`src/m4inv_pkg.sv`:
```
`timescale 1ns / 1ps
package m4inv_pkg;

  localparam int M4_FRAC_BITS = 16;
  localparam int M4_WORD_BITS = 32;

  typedef enum logic [3:0] {
    S_LOAD,
    S_XLD,
    S_MLD,
    S_MRUN,
    S_ACC,
    S_DCHK,
    S_DNEG,
    S_NLD,
    S_DIV,
    S_OUT,
    S_SING
  } m4_state_t;

  // Row or column k of a 3x3 minor, mapped back into the 4x4 matrix.
  function automatic logic [1:0] minor_map(input logic [1:0] k, input logic [1:0] skip);
    logic [1:0] res;
    res = (k >= skip) ? k + 2'd1 : k;
    return res;
  endfunction

  // Column taken by factor k of the six terms of a 3x3 determinant.
  function automatic logic [1:0] term_col(input logic [2:0] term, input logic [1:0] k);
    logic [5:0] perm;
    case (term)
      3'd0:    perm = {2'd2, 2'd1, 2'd0};
      3'd1:    perm = {2'd1, 2'd2, 2'd0};
      3'd2:    perm = {2'd2, 2'd0, 2'd1};
      3'd3:    perm = {2'd0, 2'd2, 2'd1};
      3'd4:    perm = {2'd1, 2'd0, 2'd2};
      3'd5:    perm = {2'd0, 2'd1, 2'd2};
      default: perm = {2'd2, 2'd1, 2'd0};
    endcase
    return perm[{k, 1'b0} +: 2];
  endfunction

  function automatic logic term_minus(input logic [2:0] term);
    return (term == 3'd1) || (term == 3'd2) || (term == 3'd5);
  endfunction

  // Matrix index of factor k of a term of cofactor cof (minor skips row c, column r).
  function automatic logic [3:0] factor_idx(input logic [3:0] cof, input logic [2:0] term,
                                            input logic [1:0] k);
    logic [1:0] row;
    logic [1:0] col;
    row = minor_map(k, cof[1:0]);
    col = minor_map(term_col(term, k), cof[3:2]);
    return {row, col};
  endfunction

endpackage

```
`src/matrix4_inverse.sv`:
```
`timescale 1ns / 1ps
// Channel  Ports                                                     Direction
// in_      in_valid, in_stall, in_element_value                      request in
// out_     out_valid, out_stall, out_inverse_value, out_element_index,
//          out_singular, out_last                                    request out
//
// Sixteen requests load the matrix, one cycle each.
// After the 16th, one shared adder runs bit-serial multiplies for the adjugate and
// determinant, then restoring division for each inverse element.
// Input is stalled until the last result leaves.
// Synchronous reset clears the sequencer and the load count; out_stall holds a result.
module matrix4_inverse
  import m4inv_pkg::*;
#(
  parameter int FRAC_BITS = M4_FRAC_BITS,
  parameter int WORD_BITS = M4_WORD_BITS
) (
  input  logic        clk,
  input  logic        rst_n,
  input  logic        in_valid,
  output logic        in_stall,
  input  logic [31:0] in_element_value,
  output logic        out_valid,
  input  logic        out_stall,
  output logic [31:0] out_inverse_value,
  output logic [3:0]  out_element_index,
  output logic        out_singular,
  output logic        out_last
);

  localparam int W  = WORD_BITS;
  localparam int AW = 3 * W + 3;
  localparam int DW = 4 * W + 5;
  localparam int NW = AW + 2 * FRAC_BITS;
  localparam int CW = $clog2(NW);

  m4_state_t state_r, state_nxt;

  logic [3:0]    load_cnt_r, load_cnt_nxt;
  logic [3:0]    cof_r, cof_nxt;
  logic [2:0]    term_r, term_nxt;
  logic          phase_r, phase_nxt;
  logic          det_mode_r, det_mode_nxt;
  logic [CW-1:0] bit_cnt_r, bit_cnt_nxt;

  logic [W-1:0]  mat_r [16];
  logic [AW-1:0] adj_r [16];

  logic [DW-1:0] x_r, x_nxt;
  logic [W-1:0]  y_r, y_nxt;
  logic [DW-1:0] prod_r, prod_nxt;
  logic [DW-1:0] acc_r, acc_nxt;
  logic [DW-1:0] den_r, den_nxt;
  logic [DW-1:0] rem_r, rem_nxt;
  logic [NW-1:0] dvd_r, dvd_nxt;
  logic [W:0]    q_r, q_nxt;
  logic          ovf_r, ovf_nxt;
  logic          det_neg_r, det_neg_nxt;
  logic          q_neg_r, q_neg_nxt;

  logic          mat_we;
  logic          adj_we;
  logic [3:0]    mat_idx;
  logic [3:0]    adj_idx;
  logic [W-1:0]  mat_rd;
  logic [AW-1:0] adj_rd;

  // shared adder: opa + (inv ? ~opb + 1 : opb), with carry out
  logic [DW:0]   opa, opb;
  logic          inv;
  logic [DW+1:0] add_sum;

  logic [DW:0]   rem_s;
  logic          odd;
  logic          big_pos, big_neg;
  logic [W-1:0]  res;

  assign add_sum = {1'b0, opa} + {1'b0, opb ^ {(DW + 1){inv}}} + {{(DW + 1){1'b0}}, inv};

  assign mat_rd = mat_r[mat_idx];
  assign adj_rd = adj_r[adj_idx];
  assign odd    = cof_r[0] ^ cof_r[2];
  assign rem_s  = {rem_r, dvd_r[NW-1]};

  always_comb begin
    mat_idx = factor_idx(cof_r, term_r, 2'd0);
    if (state_r == S_MLD) begin
      if (det_mode_r) begin
        mat_idx = {2'b00, cof_r[1:0]};
      end else begin
        mat_idx = factor_idx(cof_r, term_r, phase_r ? 2'd2 : 2'd1);
      end
    end
    adj_idx = det_mode_r ? {cof_r[1:0], 2'b00} : cof_r;
  end

  // saturate the quotient magnitude to the signed word range
  always_comb begin
    big_pos = ovf_r | q_r[W] | q_r[W-1];
    big_neg = ovf_r | q_r[W] | (q_r[W-1] & (|q_r[W-2:0]));
    if (q_neg_r) begin
      res = big_neg ? {1'b1, {(W - 1){1'b0}}} : (~q_r[W-1:0] + W'(1));
    end else begin
      res = big_pos ? {1'b0, {(W - 1){1'b1}}} : q_r[W-1:0];
    end
  end

  always_comb begin
    state_nxt    = state_r;
    load_cnt_nxt = load_cnt_r;
    cof_nxt      = cof_r;
    term_nxt     = term_r;
    phase_nxt    = phase_r;
    det_mode_nxt = det_mode_r;
    bit_cnt_nxt  = bit_cnt_r;
    x_nxt        = x_r;
    y_nxt        = y_r;
    prod_nxt     = prod_r;
    acc_nxt      = acc_r;
    den_nxt      = den_r;
    rem_nxt      = rem_r;
    dvd_nxt      = dvd_r;
    q_nxt        = q_r;
    ovf_nxt      = ovf_r;
    det_neg_nxt  = det_neg_r;
    q_neg_nxt    = q_neg_r;
    mat_we       = 1'b0;
    adj_we       = 1'b0;
    opa          = '0;
    opb          = '0;
    inv          = 1'b0;

    in_stall          = 1'b1;
    out_valid         = 1'b0;
    out_inverse_value = 32'(signed'(res));
    out_element_index = cof_r;
    out_singular      = 1'b0;
    out_last          = (cof_r == 4'd15);

    case (state_r)
      S_LOAD: begin
        in_stall = 1'b0;
        if (in_valid) begin
          mat_we       = 1'b1;
          load_cnt_nxt = load_cnt_r + 4'd1;
          if (load_cnt_r == 4'd15) begin
            cof_nxt      = '0;
            term_nxt     = '0;
            phase_nxt    = 1'b0;
            det_mode_nxt = 1'b0;
            acc_nxt      = '0;
            state_nxt    = S_XLD;
          end
        end
      end
      S_XLD: begin
        x_nxt     = DW'(signed'(mat_rd));
        state_nxt = S_MLD;
      end
      S_MLD: begin
        y_nxt       = mat_rd;
        prod_nxt    = '0;
        bit_cnt_nxt = CW'(W - 1);
        if (det_mode_r) begin
          x_nxt = DW'(signed'(adj_rd));
        end else if (phase_r) begin
          x_nxt = prod_r;
        end
        state_nxt = S_MRUN;
      end
      S_MRUN: begin
        // MSB first; the sign bit of y carries negative weight
        opa         = {prod_r, 1'b0};
        opb         = y_r[W-1] ? {x_r[DW-1], x_r} : '0;
        inv         = (bit_cnt_r == CW'(W - 1));
        prod_nxt    = add_sum[DW-1:0];
        y_nxt       = {y_r[W-2:0], 1'b0};
        bit_cnt_nxt = bit_cnt_r - CW'(1);
        if (bit_cnt_r == '0) begin
          if (!det_mode_r && !phase_r) begin
            phase_nxt = 1'b1;
            state_nxt = S_MLD;
          end else begin
            state_nxt = S_ACC;
          end
        end
      end
      S_ACC: begin
        opa       = {acc_r[DW-1], acc_r};
        opb       = {prod_r[DW-1], prod_r};
        inv       = det_mode_r ? 1'b0 : (term_minus(term_r) ^ odd);
        acc_nxt   = add_sum[DW-1:0];
        phase_nxt = 1'b0;
        if (det_mode_r) begin
          if (cof_r == 4'd3) begin
            state_nxt = S_DCHK;
          end else begin
            cof_nxt   = cof_r + 4'd1;
            state_nxt = S_MLD;
          end
        end else if (term_r == 3'd5) begin
          // cofactor complete: store it and start the next one, or the determinant after the last
          adj_we   = 1'b1;
          acc_nxt  = '0;
          term_nxt = '0;
          if (cof_r == 4'd15) begin
            det_mode_nxt = 1'b1;
            cof_nxt      = '0;
            state_nxt    = S_MLD;
          end else begin
            cof_nxt   = cof_r + 4'd1;
            state_nxt = S_XLD;
          end
        end else begin
          term_nxt  = term_r + 3'd1;
          state_nxt = S_XLD;
        end
      end
      S_DCHK: begin
        state_nxt = (acc_r == '0) ? S_SING : S_DNEG;
      end
      S_DNEG: begin
        opb          = {acc_r[DW-1], acc_r};
        inv          = acc_r[DW-1];
        den_nxt      = add_sum[DW-1:0];
        det_neg_nxt  = acc_r[DW-1];
        det_mode_nxt = 1'b0;
        cof_nxt      = '0;
        state_nxt    = S_NLD;
      end
      S_NLD: begin
        opb         = DW'(signed'(adj_rd)) | {1'b0, {DW{1'b0}}} | {adj_rd[AW-1], {DW{1'b0}}};
        inv         = adj_rd[AW-1];
        dvd_nxt     = {add_sum[AW-1:0], {(2 * FRAC_BITS){1'b0}}};
        q_neg_nxt   = adj_rd[AW-1] ^ det_neg_r;
        rem_nxt     = '0;
        q_nxt       = '0;
        ovf_nxt     = 1'b0;
        bit_cnt_nxt = CW'(NW - 1);
        state_nxt   = S_DIV;
      end
      S_DIV: begin
        opa         = rem_s;
        opb         = {1'b0, den_r};
        inv         = 1'b1;
        rem_nxt     = add_sum[DW+1] ? add_sum[DW-1:0] : rem_s[DW-1:0];
        q_nxt       = {q_r[W-1:0], add_sum[DW+1]};
        ovf_nxt     = ovf_r | q_r[W];
        dvd_nxt     = {dvd_r[NW-2:0], 1'b0};
        bit_cnt_nxt = bit_cnt_r - CW'(1);
        if (bit_cnt_r == '0) begin
          state_nxt = S_OUT;
        end
      end
      S_OUT: begin
        out_valid = 1'b1;
        if (!out_stall) begin
          if (cof_r == 4'd15) begin
            state_nxt = S_LOAD;
          end else begin
            cof_nxt   = cof_r + 4'd1;
            state_nxt = S_NLD;
          end
        end
      end
      S_SING: begin
        out_valid         = 1'b1;
        out_inverse_value = '0;
        out_element_index = '0;
        out_singular      = 1'b1;
        out_last          = 1'b1;
        if (!out_stall) begin
          state_nxt = S_LOAD;
        end
      end
      default: begin
        state_nxt = S_LOAD;
      end
    endcase
  end

  always_ff @(posedge clk) begin
    if (!rst_n) begin
      state_r    <= S_LOAD;
      load_cnt_r <= '0;
    end else begin
      state_r    <= state_nxt;
      load_cnt_r <= load_cnt_nxt;
    end
  end

  always_ff @(posedge clk) begin
    cof_r      <= cof_nxt;
    term_r     <= term_nxt;
    phase_r    <= phase_nxt;
    det_mode_r <= det_mode_nxt;
    bit_cnt_r  <= bit_cnt_nxt;
    x_r        <= x_nxt;
    y_r        <= y_nxt;
    prod_r     <= prod_nxt;
    acc_r      <= acc_nxt;
    den_r      <= den_nxt;
    rem_r      <= rem_nxt;
    dvd_r      <= dvd_nxt;
    q_r        <= q_nxt;
    ovf_r      <= ovf_nxt;
    det_neg_r  <= det_neg_nxt;
    q_neg_r    <= q_neg_nxt;
  end

  always_ff @(posedge clk) begin
    if (mat_we) begin
      mat_r[load_cnt_r] <= in_element_value[W-1:0];
    end
    if (adj_we) begin
      adj_r[cof_r] <= add_sum[AW-1:0];
    end
  end

endmodule

```
`config.mk`:
```
export PLATFORM = sky130hd
export DESIGN_NAME = matrix4_inverse
export DESIGN_NICKNAME = d
export VERILOG_FILES = /design/src/m4inv_pkg.sv /design/src/matrix4_inverse.sv
export SDC_FILE = /design/constraint.sdc
export NUM_CORES = 2
export LEC_CHECK = 0
export BUFFER_PORTS_ARGS = -buffer_cell sky130_fd_sc_hd__buf_2
export CELL_PAD_IN_SITES_DETAIL_PLACEMENT = 1
export CELL_PAD_IN_SITES_GLOBAL_PLACEMENT = 1
export CORE_MARGIN = 5
export CORE_UTILIZATION = 36
export DETAILED_ROUTE_END_ITERATION = 8
export GPL_TIMING_DRIVEN = 0
export MAX_ROUTING_LAYER = met4
export PLACE_DENSITY_LB_ADDON = 0.1
export REMOVE_ABC_BUFFERS = 1
export SYNTH_ARGS = -nofsm -noshare
export SYNTH_HDL_FRONTEND = slang
export SYNTH_SLANG_ARGS = --single-unit
```
`constraint.sdc`:
```
create_clock -name clk -period 13.6 [get_ports clk]
set_input_delay 0.68 -clock clk [delete_from_list [all_inputs] [get_ports clk]]
set_output_delay 0.68 -clock clk [all_outputs]
set_load 0.02 [all_outputs]
```
* Yosys cells after proc, flatten, opt, wreduce, memory -nomap -nowiden
Memory sizes are Yosys's and may differ from the RTL's.
Index checks and enable logic that the tools add are counted.
** Word-level totals
- Register bits :: 889
- Input bits :: 36
- Logic and storage cells :: 190
- Memories :: 2
- Output and inout port bits :: 40
- Memory bits (writable) :: 2096
** Memory list
- adj_r :: words 16, bits a word 99, rd ports 1, clocked after Yosys merged registers in 0, wr ports 1, line matrix4_inverse.sv:47 : logic [AW-1:0] adj_r [16];
- mat_r :: words 16, bits a word 32, rd ports 1, clocked after Yosys merged registers in 0, wr ports 1, line matrix4_inverse.sv:46 : logic [W-1:0] mat_r [16];
** Cells by class
- Shifts and indexed selects :: 1
- Reduce and logical (&&, ||, !) cells :: 27
- Equality and inequality tests :: 31
- $lt $le $gt $ge :: 4
- $add $sub $neg :: 10
- Bitwise gates (word level) :: 10
- Mux-type cells :: 87
** Operators with widths (count)
- case mux 133 bit (2 select lines) :: 4
- 2-to-1 mux 133 bit :: 7
- case mux 134 bit (5 select lines) :: 1
- case mux 134 bit (3 select lines) :: 1
- case mux 131 bit (2 select lines) :: 1
- adder 134 x 134 -> 135 bit :: 1
- adder 135 x 1 -> 135 bit :: 1
- 2-to-1 mux 134 bit :: 1
- OR 133 x 134 -> 134 bit :: 1
- bitwise XOR 134 bit :: 1
- zero test 133 bit :: 1
- 2-to-1 mux 32 bit :: 4
- 2-to-1 mux 4 bit :: 21
- case mux 33 bit (2 select lines) :: 1
- case mux 32 bit (2 select lines) :: 1
- case mux 4 bit (11 select lines) :: 1
- adder 32 x 1 -> 32 bit, second input constant :: 1
- NOT 32 bit :: 1
- OR reduction 31 bit :: 1
- case mux 6 bit (5 select lines) :: 1
- case mux 8 bit (3 select lines) :: 1
- 2-to-1 mux 1 bit :: 22
- 2-to-1 mux 3 bit :: 7
- == test 4 bit, second input constant :: 5
- 41 further kinds :: 83

* Longest topological paths before layout
- Word-level depth :: 12
- Mapped depth :: 31
- Depth with buffers taken out :: 25

* Worst setup path after synthesis
Ideal clock, no wire load.
- Kind :: reg-to-reg
- Start point :: reg det_mode_r
- End point :: reg x_r[0], enable pin
- Path slack :: 3.352 ns
- Period minus slack after synthesis :: 10.248 ns
- Arrival time :: 9.578 ns
- Data required time :: 12.930 ns
- Cell stages (with the launch flop) :: 13
- Library setup time :: 0.670 ns
- Buffers on the path :: 10
- Cells stage by stage :: edfxtp_1 -> buf_2 -> buf_1 -> clkbuf_1 -> clkbuf_1 -> clkbuf_1 -> clkbuf_1 -> clkbuf_1 -> clkbuf_1 -> clkbuf_1 -> clkbuf_1 -> o21ai_0 -> a21oi_1
** Between the ends
- Word-level cells in the longest chain between the ends :: 2
** RTL lines
- start, declared :: line matrix4_inverse.sv:43 : logic det_mode_r, det_mode_nxt;
- start signal, assigned :: line matrix4_inverse.sv:296 : det_mode_r <= det_mode_nxt;
- inequality test 3 bit (no source line)
- AND reduction 2 bit (no source line)
- end signal, assigned :: line matrix4_inverse.sv:298 : x_r <= x_nxt;
- end, declared :: line matrix4_inverse.sv:49 : logic [DW-1:0] x_r, x_nxt;
No other way between the ends.
A chain may end at the register's enable or synchronous reset.

* Worst setup path in the final report
- Start point :: reg det_mode_r
- End point :: reg rem_r[27], data pin
** Between the ends
- Word-level cells in the longest chain between the ends :: 9
- Elaborated cells between the ends (all ways) :: 11
- Those cells by class :: add/sub (2); mux (6); bitwise (2); memory (1)
** RTL lines
- 2-to-1 mux 4 bit :: line matrix4_inverse.sv:94 : adj_idx = det_mode_r ? {cof_r[1:0], 2'b00} : cof_r;
- memory (16 x 99 bit)
- OR 133 x 134 -> 134 bit :: line matrix4_inverse.sv:232 : opb = DW'(signed'(adj_rd)) | {1'b0, {DW{1'b0}}} | {adj_rd[AW-1], {DW{1'b0}}};
- case mux 134 bit (5 select lines) :: line matrix4_inverse.sv:140 : case (state_r)
- bitwise XOR 134 bit :: line matrix4_inverse.sv:78 : assign add_sum = {1'b0, opa} + {1'b0, opb ^ {(DW + 1){inv}}} + {{(DW + 1){1'b0}}, inv};
- adder 134 x 134 -> 135 bit :: line matrix4_inverse.sv:78
- adder 135 x 1 -> 135 bit (*) :: line matrix4_inverse.sv:78
- 2-to-1 mux 133 bit (*) :: line matrix4_inverse.sv:246 : rem_nxt = add_sum[DW+1] ? add_sum[DW-1:0] : rem_s[DW-1:0];
- case mux 133 bit (2 select lines) (*) :: line matrix4_inverse.sv:140
- end signal, assigned :: line matrix4_inverse.sv:303 : rem_r <= rem_nxt;
- end, declared :: line matrix4_inverse.sv:54 : logic [DW-1:0] rem_r, rem_nxt;
Mark *: on every way between the ends. The rest lies on a longest branch, timed or not.

==> reports/metrics.json <==
{
  "clocking": {
    "path_clk_slew_ns": 0.06,
    "tritoncts.num_buffers": 339,
    "cts-root-buf": "sky130_fd_sc_hd__clkbuf_16",
    "ctsResizeCount": 0,
    "cts_setup_buffers": 0,
    "h-tree-depth": 5,
    "cts_tree": "done",
    "bufs_on_longest_clock_path": 4,
    "numClockSinks": 2953,
    "ctsHoldBuffers": 0,
    "clk_lat_worst_skew_ns": 0.96
  },
  "route": {
    "number_of_drc_markers_after_the_initial_detailed_route_iteration": 9858,
    "drt-vias-per-instance": 5.91,
    "via_count": 96591,
    "drc": 8,
    "initial_drt_pass_iterations": 9,
    "average_detailed_routed_wire_length_per_instance_um": 30.1,
    "final_antenna_net_count": 0,
    "routed_wl_um": 492000
  },
  "final_layout": {
    "num-nets-final": 11297,
    "drive_gt1_share_pct": 11.6,
    "area_delta_synth_final_pct": 18.5,
    "cell_count_final_fillers_out": 16353,
    "layout.core_utilization_pct": 42.8,
    "layout.cells.most_common": "sky130_fd_sc_hd__edfxtp_1",
    "postLayoutCellArea_sq_mm": 0.159,
    "mostFrequentLayoutCells": "sky130_fd_sc_hd__edfxtp_1, sky130_fd_sc_hd__o21ai_0, sky130_fd_sc_hd__nor2_1"
  },
  "die": {
    "top_level_ports": 76,
    "initial_utilization_pct": 36.1,
    "die_y_um": 621,
    "floorplan.rows": 224,
    "floorplan.die_area_sq_mm": 0.385,
    "width_of_the_die_um": 621,
    "core_sq_mm": 0.372
  },
  "synth": {
    "synth-edff-count": 2945,
    "async_reset_ff_share_pct": 0,
    "ys_seq_area_share_pct": 66.0,
    "netlist_instances": 10984,
    "ys_seq_elements": 2953,
    "ys_warn_count": 0,
    "avgSynthCellArea_sq_um": 12.2,
    "synth_top_flop_cell": "sky130_fd_sc_hd__edfxtp_1",
    "post_synth_design_cell_area_sq_mm": 0.134,
    "netlist-cell-type-count": 85
  },
  "sta": {
    "final.setup.tns_ns": 0,
    "slew_headroom_pct": 4.54,
    "worst_pin_slew_ns": 1.42,
    "layout_min_cycle_time_ns": 13.21,
    "report.final.setup_viol": 0,
    "slew_violations": 0,
    "rsz0062_at_grt": "false",
    "worst_clock_skew_ns": 0.0628,
    "fin_crit_sh_pct": 97.2,
    "final-hold-violation-count": 0,
    "maxClockFrequency_mhz": 75.7,
    "final.setup.worst_slack_ns": 0.386,
    "timing.hold.ws_ns": 0.109
  },
  "global_routing": {
    "grt_pass1_vias": 100740,
    "grt_first_pass_wirelength_um": 716000,
    "grt.overflow.total": 0,
    "pin_count_of_the_biggest_net_entering_global_routing": 108,
    "globalRouteTotalUtil_pct": 25.7,
    "grt_antenna_before_repair": 19
  },
  "setup_path": {
    "cp_data_required_time_ns": 14.24,
    "timing.critical_path.slowest_stage_cell": "sky130_fd_sc_hd__edfxtp_1",
    "timing.reg2reg.setup_slack_ns": 0.39,
    "crit_path_max_fanout": 93,
    "critical_path_arrival_ns": 13.86,
    "cp_num_buf_inv": 17,
    "timing.critical_path.mode_cell": "sky130_fd_sc_hd__buf_16",
    "critPathKind": "reg2reg",
    "crit_family": "compound AO/OA/AOI/OAI gates",
    "worst_setup_path_start_kind": "flop",
    "cp-end-kind": "flop",
    "worst_path_largest_cell_delay_ns": 0.86
  },
  "pwr": {
    "power.ir.vdd_worst_v": 0.000108,
    "finalPower_mw": 18.8,
    "powerDensity_mw_per_mm2": 118,
    "static-leakage-power_nw": 53.8
  },
  "worst_hold_path": {
    "hold_class": "in2reg"
  },
  "placement": {
    "io_buffers": 75,
    "hpwl_after_dpl_um": 337000,
    "routabilityCongestion": 0.908,
    "dp_worst_setup_slack_ns": 0.692,
    "post-place-cells": 15734,
    "postPlaceCellArea_sq_mm": 0.149
  },
  "run_status": {
    "result_of_the_run": "complete, but fails checks",
    "violated_checks": "design-rule violations"
  },
  "flow_run": {
    "max-cap-violations": 0
  }
}
## logic make-up (layout without fill, tap and decap cells)
kind of cell,Yosys count,after routing,synth area share (%)
AOI/OAI and AO/OA,3540,3540,16.4
DFF,2953,2953,66.0
and+or+nand+nor,2682,2682,8.42
buffers and inverters,1205,1590,3.39
muxes,291,291,3.36
adders and majority gates,158,158,1.48
xor gates and xnor gates,155,155,1.01
other,0,12,0
## state kept, by name, summed over array words and instances, names as in the netlist, 8 cells and up
signal	cells
dvd_r	99
bit_cnt_r	8
x_r	133
mat_r	512
prod_r	133
den_r	133
acc_r	133
y_r	32
q_r	33
adj_r	1584
rem_r	133
## layout make-up
type | instances | area, sq um
Clock buffer | 419 | 8820
Clock inverter | 188 | 1610
Antenna cell | 12 | 30.0
Multi-Input combinational cell | 6826 | 41600
Fill cell | 38152 | 213000
Timing Repair Buffer | 636 | 10900
Sequential cell | 2953 | 88600
Inverter | 347 | 1330
Tap cell | 4972 | 6220
## report_power, final
part | total, mW | internal, mW | switching [mW]
combinational | 0.0847 | 0.0241 | 0.0605
clock | 8.80 | 4.92 | 3.88
sequential | 9.91 | 9.91 | 0.00495
total | 18.8 | 14.8 | 3.95
## routing by layer
layer  share of wire, %  routed length [um]  global-route usage [%]  vias to the layer above
met5                  0                   0                       -                        -
met4                2.8               13900                    6.52                        0
met3                4.7               23300                    2.86                      762
met2                 49              242000                    42.9                     2762
met1                 43              213000                    33.5                    50828
li1                   -                   -                       -                    42239
## worst paths after layout
| check | from | endpoint | cells past startpoint |
|---|---|---|---|
| min | in_element_value[6] | mat_r[9][6] | 1 |
| min reg2reg | dvd_r[53] | dvd_r[54] | 2 |
| max | det_mode_r | rem_r[27] | 37 |
| max reg2reg | det_mode_r | rem_r[27] | 37 |
## synthesized netlist by cell type (all sizes together) (55+ instances only)
cell type,count,area share (%)
a21o,56,0.31
xnor2,100,0.65
nor2,1186,3.3
ha,157,1.5
nor3,58,0.22
a222oi,260,1.9
xor2,55,0.36
nand3,196,0.73
o21a,120,0.67
o211ai,111,0.62
buf,93,0.28
nand4,85,0.40
a22oi,203,1.1
clkbuf,765,2.1
o22ai,216,1.0
edfxtp,2945,66
o22a,97,0.63
mux2i,160,1.2
mux4,128,2.1
a21oi,665,2.5
nand2,910,2.5
inv,346,0.97
a221o,100,0.75
o21ai,1508,5.6
No activity file was read; power rests on OpenSTA's default activity.
